<file path="src/rtl/cdsc_pkg.sv">
// Shared types, constants and digit helpers for the clock display and set controller.
// Used by rtl/clock_display_and_set_controller.sv; depends on nothing.
`timescale 1ns / 1ps

package cdsc_pkg;

   localparam logic [11:0] YEAR_MIN  = 12'd1872;
   localparam logic [11:0] YEAR_MAX  = 12'd2131;
   localparam logic [11:0] EPOCH_YEAR = 12'd2000;
   localparam logic [3:0]  BLANK_DIGIT = 4'd10;
   localparam logic [7:0]  SEC_MAX   = 8'd59;
   localparam logic [7:0]  MIN_MAX   = 8'd59;
   localparam logic [7:0]  HOUR_MAX  = 8'd23;
   localparam logic [7:0]  DAY_MAX   = 8'd31;
   localparam logic [7:0]  MONTH_MAX = 8'd12;

   typedef enum logic [1:0] {
      OP_TICK = 2'd0,
      OP_PREV = 2'd1,
      OP_NEXT = 2'd2,
      OP_LOAD = 2'd3
   } op_type;

   typedef enum logic [2:0] {
      VIEW_CLOCK = 3'd0,
      VIEW_DATE  = 3'd1,
      VIEW_YEAR  = 3'd2,
      SET_HOUR   = 3'd3,
      SET_MINUTE = 3'd4,
      SET_DAY    = 3'd5,
      SET_MONTH  = 3'd6,
      SET_YEAR   = 3'd7
   } view_type;

   typedef struct packed {
      op_type             mode;
      logic               enc_a;
      logic               enc_b;
      logic [7:0]         rtc_seconds;
      logic [7:0]         rtc_minutes;
      logic [7:0]         rtc_hours;
      logic [7:0]         rtc_day_year;
      logic [7:0]         rtc_month;
      logic signed [7:0]  rtc_year_offset;
   } req_type;

   typedef struct packed {
      logic [1:0]         tube_select;
      logic [3:0]         digit;
      logic               dot;
      logic               rtc_write;
      logic [7:0]         wr_seconds;
      logic [7:0]         wr_minutes;
      logic [7:0]         wr_hours;
      logic [7:0]         wr_day_year;
      logic [7:0]         wr_month;
      logic signed [7:0]  wr_year_offset;
   } rsp_type;

   // quotient by ten through reciprocal multiply, exact over the whole 7-bit input range 0..127
   function automatic logic [3:0] div10(input logic [6:0] v);
      logic [14:0] p;
      p = 15'(v) * 15'd205;
      return p[14:11];
   endfunction

   function automatic logic [7:0] bcd_enc(input logic [6:0] v);
      logic [3:0] q;
      logic [6:0] r;
      q = div10(v);
      r = v - 7'(q) * 7'd10;
      return {q, r[3:0]};
   endfunction

   function automatic logic [7:0] bcd_dec(input logic [7:0] b);
      return {4'b0, b[3:0]} + {1'b0, b[7:4], 3'b0} + {3'b0, b[7:4], 1'b0};
   endfunction

   // thousands, hundreds, tens, ones of a year in 1000..2999
   function automatic logic [15:0] year_digits(input logic [11:0] y);
      logic [3:0]  th;
      logic [3:0]  h;
      logic [3:0]  t;
      logic [6:0]  r2;
      logic [6:0]  o;
      logic [11:0] rem12;
      logic [9:0]  rem;
      th = (y >= EPOCH_YEAR) ? 4'd2 : 4'd1;
      rem12 = y - ((th == 4'd2) ? 12'd2000 : 12'd1000);
      rem = rem12[9:0];
      h = 4'd0;
      for (int k = 1; k < 10; k++) begin
         if (rem >= 10'(k * 100)) h = 4'(k);
      end
      r2 = 7'(rem - 10'(h) * 10'd100);
      t = div10(r2);
      o = r2 - 7'(t) * 7'd10;
      return {th, h, t, o[3:0]};
   endfunction

endpackage

</file>
<file path="src/rtl/clock_display_and_set_controller.sv">
// Clock display and set controller top level: tube multiplexing, encoder set logic,
// clock chip byte decode and encode. Depends on rtl/cdsc_pkg.sv.
`timescale 1ns / 1ps

// Takes one request per cycle. A request passes an input register and is applied to the time,
// date and view state when it leaves that register; a tick request leaves its response in the
// output register at that same edge, and rsp_valid rises with it. View step and load requests
// give no response. The single result register sets the rate: a request waits only while a
// tick response is held and rsp_ready is low.
module clock_display_and_set_controller
   import cdsc_pkg::*;
(
   input  logic    clock,
   input  logic    reset,
   input  logic    req_valid,
   output logic    req_ready,
   input  req_type req_payload,
   output logic    rsp_valid,
   input  logic    rsp_ready,
   output rsp_type rsp_payload
);

   logic        s1_valid_ff, s1_valid_in;
   req_type     s1_req_ff;
   logic        rsp_valid_ff, rsp_valid_in;
   rsp_type     rsp_ff, rsp_in;
   view_type    view_ff, view_in;
   logic [1:0]  tube_ff, tube_in;
   logic        last_a_ff, last_a_in;
   logic        last_b_ff, last_b_in;
   logic [4:0]  hours_ff, hours_in;
   logic [5:0]  minutes_ff, minutes_in;
   logic [5:0]  seconds_ff, seconds_in;
   logic [4:0]  day_ff, day_in;
   logic [3:0]  month_ff, month_in;
   logic [11:0] year_ff, year_in;

   logic        out_free, s1_fire, is_tick;
   logic        step_up, step_down, wr;
   logic        on, hm_a, dm_a, hm_b, dm_b, yr;
   logic [7:0]  hours_bcd, minutes_bcd, day_bcd, month_bcd;
   logic [15:0] ydig;
   logic [3:0]  dg;
   logic        dt;
   logic [7:0]  sec_dec, min_dec, hour_dec, day_dec, month_dec;
   logic [11:0] year_load, year_off;

   assign out_free  = !rsp_valid_ff || rsp_ready;
   assign is_tick   = (s1_req_ff.mode == OP_TICK);
   assign s1_fire   = s1_valid_ff && (!is_tick || out_free);
   assign req_ready = !s1_valid_ff || s1_fire;
   assign rsp_valid = rsp_valid_ff;
   assign rsp_payload = rsp_ff;

   assign s1_valid_in  = req_valid ? 1'b1 : (s1_fire ? 1'b0 : s1_valid_ff);
   assign rsp_valid_in = (s1_fire && is_tick) ? 1'b1 : (rsp_ready ? 1'b0 : rsp_valid_ff);

   // display of the state as it stands before this request
   assign hours_bcd   = bcd_enc({2'b0, hours_ff});
   assign minutes_bcd = bcd_enc({1'b0, minutes_ff});
   assign day_bcd     = bcd_enc({2'b0, day_ff});
   assign month_bcd   = bcd_enc({3'b0, month_ff});
   assign ydig        = year_digits(year_ff);

   assign on   = !seconds_ff[0];
   assign hm_a = view_ff == VIEW_CLOCK || view_ff == SET_MINUTE || (view_ff == SET_HOUR && on);
   assign dm_a = view_ff == VIEW_DATE || view_ff == SET_MONTH || (view_ff == SET_DAY && on);
   assign hm_b = view_ff == VIEW_CLOCK || view_ff == SET_HOUR || (view_ff == SET_MINUTE && on);
   assign dm_b = view_ff == VIEW_DATE || view_ff == SET_DAY || (view_ff == SET_MONTH && on);
   assign yr   = view_ff == VIEW_YEAR || (view_ff == SET_YEAR && on);

   always_comb begin
      dg = BLANK_DIGIT;
      dt = 1'b0;
      unique case (tube_ff)
         2'd3: begin
            if (hm_a) dg = hours_bcd[7:4];
            else if (dm_a) dg = day_bcd[7:4];
            else if (yr) dg = ydig[15:12];
         end
         2'd2: begin
            if (hm_a) dg = hours_bcd[3:0];
            else if (dm_a) dg = day_bcd[3:0];
            else if (yr) dg = ydig[11:8];
         end
         2'd1: begin
            dt = ((view_ff == VIEW_CLOCK || view_ff == SET_HOUR || view_ff == SET_MINUTE)
                  && seconds_ff[0]) || view_ff == VIEW_DATE || view_ff == SET_DAY
                  || view_ff == SET_MONTH;
            if (hm_b) dg = minutes_bcd[7:4];
            else if (dm_b) dg = month_bcd[7:4];
            else if (yr) dg = ydig[7:4];
         end
         default: begin
            if (hm_b) dg = minutes_bcd[3:0];
            else if (dm_b) dg = month_bcd[3:0];
            else if (yr) dg = ydig[3:0];
         end
      endcase
   end

   // clock chip byte decode with saturation
   assign sec_dec   = bcd_dec(s1_req_ff.rtc_seconds);
   assign min_dec   = bcd_dec(s1_req_ff.rtc_minutes);
   assign hour_dec  = bcd_dec(s1_req_ff.rtc_hours);
   assign day_dec   = bcd_dec({2'b0, s1_req_ff.rtc_day_year[5:0]});
   assign month_dec = bcd_dec({3'b0, s1_req_ff.rtc_month[4:0]});
   assign year_load = EPOCH_YEAR + {10'b0, s1_req_ff.rtc_day_year[7:6]}
                      + {{4{s1_req_ff.rtc_year_offset[7]}}, s1_req_ff.rtc_year_offset};

   assign step_up   = last_a_ff && !s1_req_ff.enc_a && !s1_req_ff.enc_b && !last_b_ff;
   assign step_down = !last_a_ff && s1_req_ff.enc_a && !s1_req_ff.enc_b && !last_b_ff;

   always_comb begin
      view_in    = view_ff;
      tube_in    = tube_ff;
      last_a_in  = last_a_ff;
      last_b_in  = last_b_ff;
      hours_in   = hours_ff;
      minutes_in = minutes_ff;
      seconds_in = seconds_ff;
      day_in     = day_ff;
      month_in   = month_ff;
      year_in    = year_ff;
      wr         = 1'b0;
      if (s1_fire) begin
         unique case (s1_req_ff.mode)
            OP_PREV: view_in = view_type'(view_ff - 3'd1);
            OP_NEXT: view_in = view_type'(view_ff + 3'd1);
            OP_LOAD: begin
               seconds_in = (sec_dec > SEC_MAX) ? SEC_MAX[5:0] : sec_dec[5:0];
               minutes_in = (min_dec > MIN_MAX) ? MIN_MAX[5:0] : min_dec[5:0];
               hours_in   = (hour_dec > HOUR_MAX) ? HOUR_MAX[4:0] : hour_dec[4:0];
               day_in     = (day_dec == 8'd0) ? 5'd1
                            : ((day_dec > DAY_MAX) ? DAY_MAX[4:0] : day_dec[4:0]);
               month_in   = (month_dec == 8'd0) ? 4'd1
                            : ((month_dec > MONTH_MAX) ? MONTH_MAX[3:0] : month_dec[3:0]);
               year_in    = year_load;
            end
            default: begin
               tube_in   = tube_ff + 2'd1;
               last_a_in = s1_req_ff.enc_a;
               last_b_in = s1_req_ff.enc_b;
               if (step_up || step_down) begin
                  wr = 1'b1;
                  unique case (view_ff)
                     SET_HOUR: begin
                        if (step_up) hours_in = (hours_ff == 5'd23) ? 5'd0 : hours_ff + 5'd1;
                        else hours_in = (hours_ff == 5'd0) ? 5'd23 : hours_ff - 5'd1;
                     end
                     SET_MINUTE: begin
                        if (step_up) minutes_in = (minutes_ff == 6'd59) ? 6'd0 : minutes_ff + 6'd1;
                        else minutes_in = (minutes_ff == 6'd0) ? 6'd59 : minutes_ff - 6'd1;
                        seconds_in = 6'd0;
                     end
                     SET_DAY: begin
                        if (step_up) day_in = (day_ff >= 5'd31) ? 5'd1 : day_ff + 5'd1;
                        else day_in = (day_ff <= 5'd1) ? 5'd31 : day_ff - 5'd1;
                     end
                     SET_MONTH: begin
                        if (step_up) month_in = (month_ff >= 4'd12) ? 4'd1 : month_ff + 4'd1;
                        else month_in = (month_ff <= 4'd1) ? 4'd12 : month_ff - 4'd1;
                     end
                     SET_YEAR: begin
                        if (step_up) begin
                           if (year_ff < YEAR_MAX) year_in = year_ff + 12'd1;
                        end else begin
                           if (year_ff > YEAR_MIN) year_in = year_ff - 12'd1;
                        end
                     end
                     default: wr = 1'b0;
                  endcase
               end
            end
         endcase
      end
   end

   assign year_off = year_in - {10'b0, year_in[1:0]} - EPOCH_YEAR;

   always_comb begin
      rsp_in = '0;
      rsp_in.tube_select = tube_ff;
      rsp_in.digit       = dg;
      rsp_in.dot         = dt;
      if (wr) begin
         rsp_in.rtc_write      = 1'b1;
         rsp_in.wr_seconds     = bcd_enc({1'b0, seconds_in});
         rsp_in.wr_minutes     = bcd_enc({1'b0, minutes_in});
         rsp_in.wr_hours       = bcd_enc({2'b0, hours_in});
         rsp_in.wr_day_year    = bcd_enc({2'b0, day_in}) | {year_in[1:0], 6'b0};
         rsp_in.wr_month       = bcd_enc({3'b0, month_in});
         rsp_in.wr_year_offset = year_off[7:0];
      end
   end

   always_ff @(posedge clock) begin
      if (reset) begin
         s1_valid_ff  <= 1'b0;
         rsp_valid_ff <= 1'b0;
         view_ff      <= VIEW_CLOCK;
         tube_ff      <= 2'd0;
         last_a_ff    <= 1'b0;
         last_b_ff    <= 1'b0;
         hours_ff     <= 5'd13;
         minutes_ff   <= 6'd37;
         seconds_ff   <= 6'd0;
         day_ff       <= 5'd1;
         month_ff     <= 4'd1;
         year_ff      <= 12'd2012;
      end else begin
         s1_valid_ff  <= s1_valid_in;
         rsp_valid_ff <= rsp_valid_in;
         view_ff      <= view_in;
         tube_ff      <= tube_in;
         last_a_ff    <= last_a_in;
         last_b_ff    <= last_b_in;
         hours_ff     <= hours_in;
         minutes_ff   <= minutes_in;
         seconds_ff   <= seconds_in;
         day_ff       <= day_in;
         month_ff     <= month_in;
         year_ff      <= year_in;
      end
   end

   always_ff @(posedge clock) begin
      if (req_valid && req_ready) begin
         s1_req_ff <= req_payload;
      end
      if (s1_fire && is_tick) begin
         rsp_ff <= rsp_in;
      end
   end

endmodule

</file>
<file path="config.mk">
export PLATFORM = sky130hd
export DESIGN_NAME = clock_display_and_set_controller
export DESIGN_NICKNAME = d
export VERILOG_FILES = /design/src/rtl/cdsc_pkg.sv /design/src/rtl/clock_display_and_set_controller.sv
export SDC_FILE = /design/constraint.sdc
export NUM_CORES = 1
export LEC_CHECK = 0
export CORE_ASPECT_RATIO = 0.8
export CORE_MARGIN = 3
export CORE_UTILIZATION = 66
export DETAILED_ROUTE_END_ITERATION = 10
export DONT_BUFFER_PORTS = 1
export PLACE_DENSITY_LB_ADDON = 0.05
export SLEW_MARGIN = 20
export SYNTH_ARGS = -nofsm -noshare
export SYNTH_HDL_FRONTEND = slang
export SYNTH_SLANG_ARGS = --single-unit
</file>
<file path="constraint.sdc">
create_clock -name clock -period 11.8 [get_ports clock]
set_input_delay 0.59 -clock clock [delete_from_list [all_inputs] [get_ports clock]]
set_output_delay 0.59 -clock clock [all_outputs]
set_load 0.005 [all_outputs]
</file>
==> results.md, run 1 <==
* Vias in the first global route at 11800
* Resized cells post-CTS at 0
* Slew Limit Fails at 0
* Die height at 142 um
* CP max stage cell: xnor2_1
* Main combinational cell family by area after synthesis: adder cells
* Most frequent CP cell: xnor2_1
* Fraction of layout cells with a size suffix above 1 at roughly 5.8%
* Clock power share at around an eighth
* CTS clk-pin slew, worst paths at 0.07 ns
* Post-synth top area share at 26.2%
* Synth async-reset ratio at 0%
* Core Footprint at 0.0226 mm2
* Maximum clock rate at 99.6 MHz
* Count of final setup violators at 0
* YS warnings at 0
* Clock Path Buffers at 2
* HP Class: input port to flip-flop
* First-pass GRT wire length at 59.8 mm
* Mapped Area at 0.0153 mm2
* Internal cell power at about 2400 uW
* TritonCTS clock tree: done
* CP peak stage delay at around 0.62 ns
* Row cnt at 49
* Slew @ Worst Pin at ~1.2 ns
* Register bit total from synthesis at 143
* Remaining DRCs at 0
* DRT iter0 DRCs at 1114
* Status: finished, final reports clean
* Final Cycle Share at ~85%
* Sw power at just over 2000 uW
* R2R setup slack at 1.76 ns
* Adder-cell share of the synthesized area at between 30% and 40%
* Post-CTS Hold Fix Bufs at 0
* Die width at roughly 180 um
* CP delay by family, top: adder cells
* Fin nets at between 2000 and 2500
* Final wirelength at 36.5 mm
* Wirelength per Cell at roughly 19 um
* Relative slew margins at 19.7%
* Unrepaired setup endpoints after global routing: no
* Most frequent cell after synthesis: ha_1
* Largest net degree at the start of global routing at 48
* Vias at between 10000 and 15000
* Die area at 0.0250 mm2
* CP Capture Type: flip-flop
* Num CTS Buffers at 17
* Simple-Gate Fraction of Synth Area at between 10% and 20%
* Synth Flop Type: edfxtp_1
* WHS Path Cells at 1
* Buffers & Inverters on Critical Path at 4
* Post-route clock skew at 0.0114 ns
* Post-synth top cells: 319 x ha_1, 185 x inv_1, 116 x nor2_1
* Worst-Skew Late Latency at 0.44 ns
* Initial core utilization at 67.5%
* Compound-Gate Fraction of Synth Area at 16.7%
* Synth area leader: ha_1
* Post-DP HPWL at 28.7 mm
* Req. time, crit path at 11.99 ns
* Arr. time, crit path at approximately 10 ns
* Leakage at 0.00760 uW
* Initial antenna violation count at 1
* Reg2Reg Depth at 40
* GRT Resource Usage Total at 29.9%
* Worst Hold End: seconds_ff[0]
* Htree depth at 4
* Sw Share at around 46%
* Total power at 4430 uW
* Diodes inserted at 0
* Kind of critical path: flip-flop to flip-flop
* Setup TNS Final at 0 ns
* Worst-path fanout max at 11
* Multiplexer share of the synthesized area at 0.492%
* Min-delay src: reset
* Syn_area_per_cell at 9.42 um2
* Seq/Total Area, Yosys at 25.1%
* XOR/XNOR Fraction of Synth Area at 5.02%
* Synth cell types at 98
* Clock tree root buffer cell: clkbuf_16
* Logic pwr share at 74.6%
* Fin crit period at 10.04 ns
* Maximum vdd drop at 569 uV
* Detail-routed via count per cell at 6.23
* FF-to-FF End: rsp_payload[53]
* Hold Fails Final Rpt at 0
* Postcts setup bufs at 0
* Gp weighted congestion at 0.973
* # IOs at about 110
* Grt ovf at 0
* Max-cap viol count at 0
* EDFF count, synth at 96
* Worst r2r src: year_ff[8]
* Clock sinks at between 100 and 150
* Startpoint Class: flip-flop
* Synth-to-Final Area Change at 5.56%
* Post-synthesis instance total at 1620
* First drt pass iteration count at 6
* Antenna-violating nets left at 0
* Power density cells at 275 mW/mm2
* Flop pwr share at a little over an eighth
* PortBufs at 0
* Largest cells by area after synthesis: ha_1 26%, edfxtp_1 19%, fa_1 6.8%, dfxtp_1 6.2%, inv_1 4.5%
## state kept, by name, summed over array words and instances, names as in the netlist
signal       count
day_ff           5
hours_ff         5
last_a_ff        1
last_b_ff        1
minutes_ff       6
month_ff         4
rsp_payload     47
rsp_valid        1
s1_req_ff       49
s1_valid_ff      1
seconds_ff       6
tube_ff          2
view_ff          3
year_ff         12
## power by group through the flow
| stage | combinational [uW] | clock [uW] | sequential, uW |
|---|---|---|---|
| floorplan | 2690 | 0 | 582 |
| global placement | 3160 | 0 | 594 |
| detailed placement | 3260 | 0 | 594 |
| CTS | 3330 | 550 | 584 |
| global route | 3830 | 570 | 587 |
| finish | 3300 | 542 | 584 |
## stage by stage
step | std cells | setup WS, ns | hold WS (ns) | area [um2] | util, %
floorplan | 1628 | 2.99 | 0.465 | 15300 | -
global placement | 1896 | 2.01 | 0.482 | 15500 | 68.6
detailed placement | 1896 | 1.88 | 0.480 | 15500 | 68.6
CTS | 1928 | 1.84 | 0.207 | 16100 | 71.2
global route | 1928 | 1.08 | 0.208 | 16100 | 71.2
finish | 1928 | 1.76 | 0.228 | 16100 | 71.2
## cells in the final DEF, fill, tap and decap left out, drive strengths merged, types with 13 or more instances in the layout
cell,instances
inv,191
nor2b,21
xnor2,52
nand2,93
ha,319
or2,24
a221oi,17
nor2,117
dfxtp,47
and2,21
nand3,44
clkbuf,18
fa,52
a31oi,13
a21o,24
o21ai,75
nor3,22
a21oi,92
xor2,32
edfxtp,96
## logic make-up (layout without fill, tap and decap cells)
kind of cell / count (synthesis) / in the layout
adders and majority gates: 371 / 371
DFF: 143 / 143
AOI/OAI and AO/OA: 367 / 367
other: 1 / 9
and+or+nand+nor: 413 / 413
buffers and inverters: 234 / 228
muxes: 6 / 6
xor gates and xnor gates: 85 / 85
## worst register-to-register path, delay by kind of cell (launching register included)
kind / cells / cell delay (ns)
AND/OR/NAND/NOR: 2 / 0.48
XOR/XNOR: 9 / 2.08
buffers and inverters: 4 / 0.24
flip-flops: 1 / 0.57
AO/OA/AOI/OAI: 14 / 2.69
adder cells (fa/ha/maj): 11 / 3.70
## how the worst max path moves through the flow
stage / cells past startpoint / end / startpoint
after detailed placement: 40 / rsp_payload[53] / year_ff[8]
after global routing: 40 / rsp_payload[53] / year_ff[8]
after floorplan: 42 / rsp_payload[53] / year_ff[9]
after global placement: 40 / rsp_payload[53] / year_ff[8]
final: 40 / rsp_payload[53] / year_ff[8]
after CTS: 40 / rsp_payload[53] / year_ff[8]
## final cells by class
cell class / instances / area, um2
Multi-Input combinational cell: 1251 / 10500
Fill cell: 1744 / 6510
Sequential cell: 143 / 3820
Inverter: 186 / 698
Clock buffer: 18 / 429
Tap cell: 306 / 383
Clock inverter: 14 / 156
Timing Repair Buffer: 10 / 75.1
## layer usage
metal / up-vias / GRT usage [%] / wire [um]
met5: - / 0 / 0
met1: 5741 / 40.7 / 16400
li1: 5769 / - / -
met4: 0 / 8.41 / 759
met3: 58 / 7.57 / 2870
met2: 446 / 47.8 / 16500
(Power assumes the default switching activity.)
==> run 2, diff against run 1 <==
CORE_UTILIZATION = 70   (was 66)
clock period = 12 ns   (was 11.8 ns; I/O delays follow)
==> results.md, run 2 (synthesis results as in run 1) <==
* Utilization after layout at 76.4% (+5.2 points)
* Synth-to-Final Area Change at 5.37%
* Grt met2 use at 50.8% (+3.0 points)
* Commonest non-fill, non-tap cells in the layout: 319 x ha_1, 185 x inv_1, 116 x nor2_1
* Worst-path fanout max at 11 (unchanged)
* Non-Filler Instances at 1890 (-2.0%)
* Grt met3 use at 7.59% (+0.018 points)
* DRT iter0 DRCs at 1115 (+0.090%)
* Final worst slack at 1.80 ns (+0.0409 ns)
* Worst r2r src: year_ff[8]
* TritonCTS clock tree: done
* CP peak stage delay at 0.66 ns (+0.04 ns)
* CP max stage cell: xnor2_1
* HP Class: input port to flip-flop
* Count of final setup violators at 0 (unchanged)
* CTS clk-pin slew, worst paths at 0.07 ns (about the same)
* CP Capture Type: flip-flop
* WHS Path Cells at 1 (unchanged)
* Post-route clock skew at 0.0101 ns (-0.00135 ns)
* Diodes inserted at 0 (unchanged)
* Startpoint Class: flip-flop
* Met1 usage at 44.5% (+3.8 points)
* Most Crowded Layer GR: met2
* First-pass GRT wire length at 61.1 mm (+2.1%)
* Max reg flops at 49 (unchanged)
* Most frequent CP cell: xnor2_1
* Core Footprint at 0.0211 mm2 (-6.9%)
* Clock Path Buffers at 2 (unchanged)
* Htree depth at 4 (unchanged)
* Slew @ Worst Pin at 1.12 ns (-0.0683 ns)
* Clock sinks at 143 (unchanged)
* Clock tree root buffer cell: clkbuf_16
* First drt pass iteration count at 5 (-1)
* Die area at 0.0236 mm2 (-5.5%)
* Max-cap viol count at 0 (unchanged)
* Row cnt at 47 (-4.1%)
* Biggest register: s1_req_ff
* Fraction of layout cells with a size suffix above 1 at 5.80% (about the same)
* Remaining DRCs at 0 (unchanged)
* FF-to-FF End: rsp_payload[53]
* Hold Fails Final Rpt at 0 (unchanged)
* Setup TNS Final at 0 ns (unchanged)
* Inst Count DP at 1858 (-2.0%)
* Final wirelength at 37.6 mm (+2.8%)
* Arr. time, crit path at 10.38 ns (+0.15 ns)
* Wirelength per Cell at 19.9 um (+4.9%)
* Req. time, crit path at 12.19 ns (+0.20 ns)
* Detail-routed via count per cell at 6.48 (+4.0%)
* Fin crit period at 10.20 ns (+0.159 ns)
* Initial antenna violation count at 0 (-1)
* Total power at 4500 uW (+1.7%)
* Most common cell after layout, fill and taps aside: ha_1
* Postcts setup bufs at 0 (unchanged)
* Resized cells post-CTS at 0 (unchanged)
* Post-CTS Hold Fix Bufs at 0 (unchanged)
* Relative slew margins at 24.3% (+4.6 points)
* GRT Resource Usage Total at 32.2% (+2.3 points)
* PortBufs at 0 (unchanged)
* Die width at 171 um (-2.8%)
* Antenna-violating nets left at 0 (unchanged)
* Setup crit start: year_ff[8]
* # IOs at 114 (unchanged)
* Largest net degree at the start of global routing at 50 (+4.2%)
* Slew Limit Fails at 0 (unchanged)
* Leakage at 0.00761 uW (+0.11%)
* Unrepaired setup endpoints after global routing: no
* Maximum clock rate at 98.1 MHz (-1.6%)
* Post-DP HPWL at 28.8 mm (+0.21%)
* Maximum vdd drop at 651 uV (+14%)
* Vias in the first global route at 11900 (+0.73%)
* Gp weighted congestion at 0.974 (about the same)
* Grt ovf at 0 (unchanged)
* Power density cells at 280 mW/mm2 (+1.9%)
* Reg2Reg Depth at 40 (unchanged)
* Kind of critical path: flip-flop to flip-flop
* Initial core utilization at 72.5% (+5.0 points)
* R2R setup slack at 1.80 ns (+0.04 ns)
* End of the critical path: rsp_payload[53]
* Worst-Skew Late Latency at 0.44 ns (about the same)
* Final Cycle Share at 85.0% (-0.092 points)
* Vias at 12200 (+1.9%)
* Num CTS Buffers at 17 (unchanged)
* DP Worst Slack at 1.91 ns (+0.0348 ns)
* Die height at 138 um (-2.8%)
* Fin nets at 2035 (-0.049%)
* Status: finished, final reports clean
[run 2: cell count changes in the layout (fill, tap and decap cells not counted), sizes merged]
cell | previous run | this run
clkinv | 5 | 4
buf | 10 | 9
bufinv | 2 | 3
[run 2: worst min-delay path by stage]
stage	startpoint	endpoint
6_report	reset	seconds_ff[2]
5_1_grt	reset	seconds_ff[5]
4_1_cts	reset	seconds_ff[3]
3_5_place_dp	seconds_ff[4]	seconds_ff[4]
3_3_place_gp	seconds_ff[4]	seconds_ff[4]
2_1_floorplan	seconds_ff[1]	seconds_ff[1]
[run 2: power by group]
| part | switching [uW] | leakage [uW] | internal [uW] | total [uW] |
|---|---|---|---|---|
| Combinational | 1830 | 0.00600 | 1540 | 3370 |
| Clock | 228 | 0.000295 | 331 | 559 |
| Sequential | 26.8 | 0.00131 | 548 | 575 |
[run 2: cell type report]
class / count / area (um2)
Tap cell: 269 / 337
Inverter: 186 / 698
Clock buffer: 18 / 429
Sequential cell: 143 / 3820
Clock inverter: 14 / 181
Timing Repair Buffer: 9 / 67.6
Fill cell: 1454 / 4970
Multi-Input combinational cell: 1251 / 10500
[run 2: metal layers]
metal	wire (um)	vias to the layer above
met2	17100	561
met5	0	-
met1	16400	5840
li1	-	5765
met4	932	0
met3	3180	79
[run 2: critical path, delay by kind of cell, from the launching register on]
family | cells | cell delay (ns)
DFF | 1 | 0.56
AOI/OAI and AO/OA | 14 | 2.79
buffers and inverters | 4 | 0.25
adders and majority gates | 11 | 3.70
xor gates and xnor gates | 9 | 2.12
and+or+nand+nor | 2 | 0.50
[run 2: stage by stage]
step | cell area [um2] | hold WS, ns
finish | 16100 | 0.228
global route | 16100 | 0.209
CTS | 16100 | 0.222
detailed placement | 15500 | 0.495
global placement | 15500 | 0.488
floorplan | 15300 | 0.465
